### config.mk
export PLATFORM = sky130hd
export DESIGN_NAME = doe_mb_core
export DESIGN_NICKNAME = d
export VERILOG_FILES = /design/src/sv/doe_mb_pkg.sv /design/src/sv/doe_mb_core.sv
export VERILOG_INCLUDE_DIRS = /design/src /design/src/sv
export SDC_FILE = /design/constraint.sdc
export NUM_CORES = 1
export LEC_CHECK = 0
export ABC_AREA = 1
export BUFFER_PORTS_ARGS = -buffer_cell sky130_fd_sc_hd__buf_2
export CORE_MARGIN = 4
export CORE_UTILIZATION = 50
export CTS_BUF_LIST = sky130_fd_sc_hd__clkbuf_8
export DETAILED_ROUTE_END_ITERATION = 12
export PLACE_DENSITY = 0.9
export SETUP_SLACK_MARGIN = 0.02
export SLEW_MARGIN = 10
export SYNTH_ARGS = -nofsm -noshare
export SYNTH_HDL_FRONTEND = slang
export SYNTH_SLANG_ARGS = --single-unit
export TNS_END_PERCENT = 50
### constraint.sdc
create_clock -name i_clk -period 6.31 [get_ports i_clk]
set_input_delay 0.3155 -clock i_clk [delete_from_list [all_inputs] [get_ports i_clk]]
set_output_delay 0.3155 -clock i_clk [all_outputs]
set_load 0.03 [all_outputs]
### src/sv/doe_mailbox_discovery_defines.svh
// assertion macros for the mailbox core rtl
`ifndef DOE_MAILBOX_DISCOVERY_DEFINES_SVH
`define DOE_MAILBOX_DISCOVERY_DEFINES_SVH

// antecedent implies consequent in the same cycle
`define DOE_ASSERT_NOW(label, ante, cons) \
    label: assert property (@(posedge i_clk) disable iff (!i_rst_n) (ante) |-> (cons)) \
        else $error("mailbox check failed");

// antecedent implies consequent in the next cycle
`define DOE_ASSERT_NEXT(label, ante, cons) \
    label: assert property (@(posedge i_clk) disable iff (!i_rst_n) (ante) |=> (cons)) \
        else $error("mailbox check failed");

`endif

### src/sv/doe_mb_pkg.sv
package doe_mb_pkg;

    localparam int REQ_DEPTH = 256;
    localparam int REQ_AW    = $clog2(REQ_DEPTH);
    localparam int REQ_CW    = $clog2(REQ_DEPTH + 1);

    localparam int RSP_DEPTH = 4;
    localparam int TBL_SIZE  = 4;

    localparam logic [31:0] OFS_CONTROL = 32'h0000_0008;
    localparam logic [31:0] OFS_STATUS  = 32'h0000_000C;
    localparam logic [31:0] OFS_WDATA   = 32'h0000_0010;
    localparam logic [31:0] OFS_RDATA   = 32'h0000_0014;

    localparam logic [31:0] ST_ERROR = 32'h0000_0004;
    localparam logic [31:0] ST_READY = 32'h8000_0000;

    localparam int CT_ABORT_BIT = 0;
    localparam int CT_GO_BIT    = 31;

    localparam logic [15:0] VID_PCISIG = 16'h0001;
    localparam logic [15:0] VID_CXL    = 16'h1E98;
    localparam logic [7:0]  TYPE_DISC  = 8'h00;

    localparam logic [31:0] ALL_ONES = 32'hFFFF_FFFF;

    // fixed request dwords looked at by go
    localparam logic [REQ_AW-1:0] HDR_ADDR = REQ_AW'(0);
    localparam logic [REQ_AW-1:0] IDX_ADDR = REQ_AW'(2);

    typedef struct packed {
        logic              en;
        logic [REQ_AW-1:0] addr;
        logic [31:0]       data;
    } t_ram_wr;

    typedef logic [31:0] t_tbl [TBL_SIZE];

    localparam t_tbl PROTO_TBL = '{
        {8'h00, 8'h00, VID_PCISIG},
        {8'h00, 8'h01, VID_PCISIG},
        {8'h00, 8'h02, VID_PCISIG},
        {8'h00, 8'h02, VID_CXL}
    };

    // discovery response dword, sel picks the dword, idx is the requested index
    function automatic logic [31:0] rsp_word(input logic [1:0] sel, input logic [7:0] idx);
        logic [31:0] w;
        w = '0;
        unique case (sel)
            2'd0: w = 32'(VID_PCISIG);
            2'd1: w = 32'(RSP_DEPTH);
            2'd2: w = (idx < 8'(TBL_SIZE)) ? PROTO_TBL[idx[1:0]] : '0;
            2'd3: w = (idx + 8'd1 < 8'(TBL_SIZE)) ? 32'(idx + 8'd1) : '0;
            default: w = '0;
        endcase
        return w;
    endfunction

endpackage

### src/sv/doe_mb_core.sv
`include "doe_mailbox_discovery_defines.svh"

module doe_mb_core (
    input  logic                          i_clk,
    input  logic                          i_rst_n,
    input  logic                          i_acc,
    input  logic                          i_operation,
    input  logic [31:0]                   i_address,
    input  logic [31:0]                   i_write_data,
    input  logic [31:0]                   i_hdr_dword,
    input  logic [31:0]                   i_idx_dword,
    output doe_mb_pkg::t_ram_wr           o_ram_wr,
    output logic [doe_mb_pkg::REQ_AW-1:0] o_raddr_hdr,
    output logic [doe_mb_pkg::REQ_AW-1:0] o_raddr_idx,
    output logic [31:0]                   o_read_data,
    output logic                          o_busy
);

    localparam int CW = doe_mb_pkg::REQ_CW;

    logic [31:0]   r_status,   n_status;
    logic [CW-1:0] r_req_cnt,  n_req_cnt;
    logic [2:0]    r_rsp_cnt,  n_rsp_cnt;
    logic [2:0]    r_rsp_idx,  n_rsp_idx;
    logic [31:0]   r_base,     n_base;
    logic          r_found,    n_found;
    logic          r_go_pend,  n_go_pend;
    logic [CW-1:0] r_go_cnt,   n_go_cnt;
    logic [7:0]    r_disc_idx, n_disc_idx;

    logic [31:0] base_eff;
    logic [31:0] ofs;
    logic        is_ctrl_go;

    assign o_raddr_hdr = doe_mb_pkg::HDR_ADDR;
    assign o_raddr_idx = doe_mb_pkg::IDX_ADDR;
    assign o_busy      = r_go_pend;

    // first read fixes the base so that it lands on the status register
    assign base_eff = r_found ? r_base : (i_address - doe_mb_pkg::OFS_STATUS);
    assign ofs      = i_address - base_eff;

    assign is_ctrl_go = i_acc && i_operation && r_found && (ofs == doe_mb_pkg::OFS_CONTROL)
                        && i_write_data[doe_mb_pkg::CT_GO_BIT];

    always_comb begin
        n_status    = r_status;
        n_req_cnt   = r_req_cnt;
        n_rsp_cnt   = r_rsp_cnt;
        n_rsp_idx   = r_rsp_idx;
        n_base      = r_base;
        n_found     = r_found;
        n_go_pend   = 1'b0;
        n_go_cnt    = r_go_cnt;
        n_disc_idx  = r_disc_idx;
        o_read_data = '0;
        o_ram_wr    = '0;

        if (r_go_pend) begin
            // request dwords were captured by the ram at the go beat
            if (r_go_cnt < CW'(2)) begin
                n_status = doe_mb_pkg::ST_ERROR;
            end else if (i_hdr_dword[15:0] == doe_mb_pkg::VID_PCISIG
                         && i_hdr_dword[23:16] == doe_mb_pkg::TYPE_DISC) begin
                if (r_go_cnt < CW'(3)) begin
                    n_status = doe_mb_pkg::ST_ERROR;
                end else begin
                    n_disc_idx = i_idx_dword[7:0];
                    n_rsp_cnt  = 3'(doe_mb_pkg::RSP_DEPTH);
                    n_rsp_idx  = '0;
                    n_status   = doe_mb_pkg::ST_READY;
                end
            end else begin
                n_status = doe_mb_pkg::ST_ERROR;
            end
        end else if (i_acc) begin
            if (!i_operation) begin
                if (!r_found) begin
                    n_base  = base_eff;
                    n_found = 1'b1;
                end
                if (ofs == doe_mb_pkg::OFS_STATUS) begin
                    o_read_data = r_status;
                end else if (ofs == doe_mb_pkg::OFS_RDATA) begin
                    if (r_rsp_idx >= r_rsp_cnt) begin
                        o_read_data = doe_mb_pkg::ALL_ONES;
                    end else begin
                        o_read_data = doe_mb_pkg::rsp_word(r_rsp_idx[1:0], r_disc_idx);
                    end
                end
            end else if (r_found) begin
                if (ofs == doe_mb_pkg::OFS_CONTROL) begin
                    n_go_cnt = r_req_cnt;
                    if (i_write_data[doe_mb_pkg::CT_ABORT_BIT]) begin
                        n_req_cnt = '0;
                        n_rsp_cnt = '0;
                        n_rsp_idx = '0;
                        n_status  = '0;
                        n_go_cnt  = '0;
                    end
                    if (i_write_data[doe_mb_pkg::CT_GO_BIT]) begin
                        n_go_pend = 1'b1;
                        n_req_cnt = '0;
                    end
                end else if (ofs == doe_mb_pkg::OFS_WDATA) begin
                    if (r_req_cnt < CW'(doe_mb_pkg::REQ_DEPTH)) begin
                        o_ram_wr.en   = 1'b1;
                        o_ram_wr.addr = r_req_cnt[doe_mb_pkg::REQ_AW-1:0];
                        o_ram_wr.data = i_write_data;
                        n_req_cnt     = r_req_cnt + CW'(1);
                    end
                end else if (ofs == doe_mb_pkg::OFS_RDATA) begin
                    if (i_write_data == '0) begin
                        if (r_rsp_idx + 3'd1 >= r_rsp_cnt) begin
                            n_status  = '0;
                            n_rsp_idx = '0;
                            n_rsp_cnt = '0;
                        end else begin
                            n_rsp_idx = r_rsp_idx + 3'd1;
                        end
                    end
                end
            end
        end
    end

    always_ff @(posedge i_clk) begin
        if (!i_rst_n) begin
            r_status  <= '0;
            r_req_cnt <= '0;
            r_rsp_cnt <= '0;
            r_rsp_idx <= '0;
            r_base    <= '0;
            r_found   <= 1'b0;
            r_go_pend <= 1'b0;
        end else begin
            r_status  <= n_status;
            r_req_cnt <= n_req_cnt;
            r_rsp_cnt <= n_rsp_cnt;
            r_rsp_idx <= n_rsp_idx;
            r_base    <= n_base;
            r_found   <= n_found;
            r_go_pend <= n_go_pend;
        end
        r_go_cnt   <= n_go_cnt;
        r_disc_idx <= n_disc_idx;
    end

    `DOE_ASSERT_NOW(a_no_acc_in_go, i_acc, !r_go_pend)
    `DOE_ASSERT_NOW(a_req_cnt_range, 1'b1, r_req_cnt <= CW'(doe_mb_pkg::REQ_DEPTH))
    `DOE_ASSERT_NOW(a_rsp_idx_empty, r_rsp_cnt == 3'd0, r_rsp_idx == 3'd0)
    `DOE_ASSERT_NEXT(a_go_clears_cnt, is_ctrl_go, r_go_pend && r_req_cnt == '0)

endmodule

==> key figures <==
CTS
  • Later-pin clock latency in the skew report: 370 ps
  • H-tree Lvls: 3
  • CTS clock-pin slew for the worst setup and hold paths: 70 ps
  • Root Driver: clkbuf_8
  • Clk sinks: 66
  • Num CTS Buffers: 9
  • CTS max path bufs: 2
  • CTS tree: yes
  • Postcts setup bufs: 0

Pwr
  • Worst VDD drop: 0.07868 mV
  • Pwr per Cell Area: 170.7 nW/um2
  • Leakage: 0.004221 uW

Placement
  • RePlAce Congestion: 0.9625
  • Dpl ws: 559.7 ps
  • Hpwl dp: 15.85 mm
  • Port Buf Inserts: 173

Critical path
  • R2R Path Start: r_found
  • CP max stage delay: 490 ps
  • WP buf/inv: 4
  • Largest delay share family, worst path: simple AND/OR/NAND/NOR gates
  • Worst EP arrival: 5390 ps
  • Origin of the worst setup path: i_address[2]
  • Crit end category: primary output
  • Startpoint types: input pin
  • Setup CP Type: input pin to primary output
  • CP required: 5990 ps
  • R2r endpoint: r_req_cnt[7]
  • Max FO, Critical Path: 8
  • R2r setup slk: 1950 ps
  • Most used cell along the critical path: nand2_1
  • R2R depth: 26
  • Critical path's slowest cell: a2111oi_1

Cells and area
  • Layout area overhead: 15.52%
  • # diodes: 0
  • Share of layout cells above drive strength 1: 18.06%
  • Most common cell after layout, fill and taps aside: nand2_1
  • Core Util, Final: 59.65%
  • Commonest cells after routing, fill and taps aside: nand2_1, inv_1, buf_2
  • Fin nets: 1441
  • Fillers: 1297

Synthesis
  • Synth cell types: 50
  • Syn Inst Count: 1131
  • Post-synth top flop: dfxtp_1
  • Synth Area in Adders: 6.354%
  • Average cell area after synthesis: 6.093 um2
  • Post-synth EDFFs: 17
  • Largest family of logic cells by synthesized area: simple AND/OR/NAND/NOR gates
  • Synth Area in XOR/XNOR: 6.100%
  • Flops & latches, synth: 66
  • Warnings, synthesis: 0
  • Synth Area in Compound Gates: 14.80%
  • FFs w/ async S/R, synth: 0%
  • Mux cell area share after synthesis: 0.1452%
  • Seq/Total Area, Yosys: 21.64%
  • Mapped Area: 6892 um2
  • Simple-Gate Fraction of Synth Area: 35.31%

Timing
  • Worst-Margin Slew: 978.5 ps
  • Post-Route Setup TNS: 0 ps
  • Minimum clock period: 5706 ps
  • Final slew viol count: 0
  • Final Hold Fails: 0
  • Slew margin rel.: 34.36%
  • Fin worst setup slack: 604.3 ps
  • Crit share post-route: 90.42%
  • Setup Skew: 8.464 ps
  • Final setup fails: 0
  • FMAX: 175.3 MHz
  • RSZ-0062 raised after global routing: false

GRT
  • Grt ovf: 0
  • Largest net degree at the start of global routing: 49
  • Vias in the first global route: 6892
  • Total Routing Usage GR: 24.33%
  • Initial antenna violation count: 0
  • First-pass GRT wire length: 31.87 mm

Detailed routing
  • Routed via count: 7674
  • DR WL/cell: 13.68 um
  • # DRC: 0
  • DRT Pass-1 Iters: 5
  • Drt total wl: 19.90 mm
  • Initial DRC Count: 556
  • ANT nets after route: 0
  • DR vias/cell: 5.274

Die
  • Ports: 222
  • Row Count: 42
  • Initial Util: 51.63%
  • Die area: 15730 um2
  • Die Wd: 125.4 um
  • Placeable Area: 13350 um2
  • Die Ht: 125.4 um

Run
  • Max-Cap Viols: 0

Worst hold path
  • Worst Hold Launch: i_idx_dword[0]
  • Endpoint, Worst Hold: r_disc_idx[0]
  • Min-delay worst type: input pin to register
  • Hold Path Stages: 1

Status
  • Status: complete, no violations
## cell type report
class	instances	area, um2	area share (%)
multi-input combinational	830	4383	55.05
sequential	66	1491	18.73
timing repair buffer	180	930.9	11.69
inverter	187	701.9	8.817
tap	176	220.2	2.766
clock buffer	9	123.9	1.556
clock inverter	7	110.1	1.383
## power breakdown
| group | leakage, uW | internal, uW | switching (uW) | total, uW |
|---|---|---|---|---|
| combinational | 0.00354 | 163 | 308 | 472 |
| sequential | 0.000556 | 447 | 5.28 | 452 |
| clock | 0.000122 | 259 | 177 | 435 |
## worst reg2reg max path, cell delays in order (launching register included)
cell and delay, ps:
dfxtp_1 310, inv_1 670, o21ai_0 310, ha_1 390
a21oi_1 160, o21ai_0 120, nand2_1 90, nand3_1 100
nand2_1 80, nand3_1 120, nand2_1 150, clkinv_1 100
nand2_1 100, nand2_1 80, nand2_1 60, nand2_1 50
xor2_1 130, nand3_1 150, nor2_4 190, nand2_4 90
inv_2 60, nand2_1 80, buf_12 190, nand2_4 180
o21ai_0 140, nor2_1 120, nor2_1 40
## sequential cells by signal (all words and copies together), names as in the netlist
| register | flops |
|---|---|
| r_base | 32 |
| r_go_cnt | 9 |
| r_req_cnt | 9 |
| r_disc_idx | 8 |
| r_rsp_idx | 3 |
| r_status | 2 |
| o_busy | 1 |
| r_found | 1 |
| r_rsp_cnt | 1 |
## kinds of logic (layout without fill, tap and decap cells)
| logic type | after synthesis | in the layout |
|---|---|---|
| multiplexers | 1 | 1 |
| buffers and inverters | 249 | 383 |
| flip-flops | 66 | 66 |
| AO/OA/AOI/OAI | 184 | 184 |
| AND/OR/NAND/NOR | 546 | 546 |
| other | 2 | 16 |
| XOR/XNOR | 48 | 48 |
| adder cells (fa/ha/maj) | 35 | 35 |
## layer usage
layer	vias up	global-route usage (%)	routed length (um)
li1	3912	-	-
met1	3453	31.31	8696
met2	267	40.75	9464
met3	42	4.733	1307
met4	0	8.482	434
met5	-	0	0
## synthesized netlist by cell type (3+ instances only)
| cell type | number | area (um2) |
|---|---|---|
| nand2_1 | 215 | 807.0 |
| inv_1 | 177 | 664.4 |
| nor2_1 | 156 | 585.6 |
| o21ai_0 | 73 | 365.4 |
| nand3_1 | 70 | 350.3 |
| a21oi_1 | 64 | 320.3 |
| dfxtp_1 | 49 | 980.9 |
| xor2_1 | 36 | 315.3 |
| ha_1 | 35 | 437.9 |
| buf_4 | 34 | 255.2 |
| nor3_1 | 33 | 165.2 |
| clkbuf_1 | 23 | 86.33 |
| nor4_1 | 20 | 125.1 |
| nand4_1 | 19 | 118.9 |
| edfxtp_1 | 17 | 510.5 |
| o211ai_1 | 14 | 105.1 |
| xnor2_1 | 12 | 105.1 |
| o21ai_1 | 11 | 55.05 |
| inv_2 | 8 | 30.03 |
| nor2_2 | 7 | 43.79 |
| nand3_2 | 5 | 50.05 |
| nor2_4 | 5 | 56.30 |
| nand2_2 | 4 | 25.02 |
| nand3b_1 | 4 | 30.03 |
| buf_1 | 3 | 11.26 |
| o21a_1 | 3 | 22.52 |
| o22ai_1 | 3 | 18.77 |
## worst max-delay path by stage
| stage | cells after the start | slack (ps) | to |
|---|---|---|---|
| floorplan | 27 | 790 | o_read_data[14] |
| global placement | 27 | 770 | o_read_data[8] |
| detailed placement | 27 | 560 | o_read_data[8] |
| CTS | 27 | 550 | o_read_data[8] |
| global route | 29 | 50 | o_read_data[8] |
| finish | 27 | 600 | o_read_data[8] |
## timing repair
item / in CTS / in global routing
gates resized for setup: 0 / 1
hold buffers: 0 / 0
setup endpoints to repair: 0 / 28
## through the flow
step	total power (uW)	cells	hold slack (ps)	instance area [um2]
2_1_floorplan	810.7	1145	405.6	6944
3_3_place_gp	913.9	1439	435.2	7726
3_5_place_dp	923.1	1439	437.2	7726
4_1_cts	1360	1455	99.74	7960
5_1_grt	1450	1455	96.25	7961
6_report	1359	1455	120.3	7961
(Power assumes the default switching activity.)
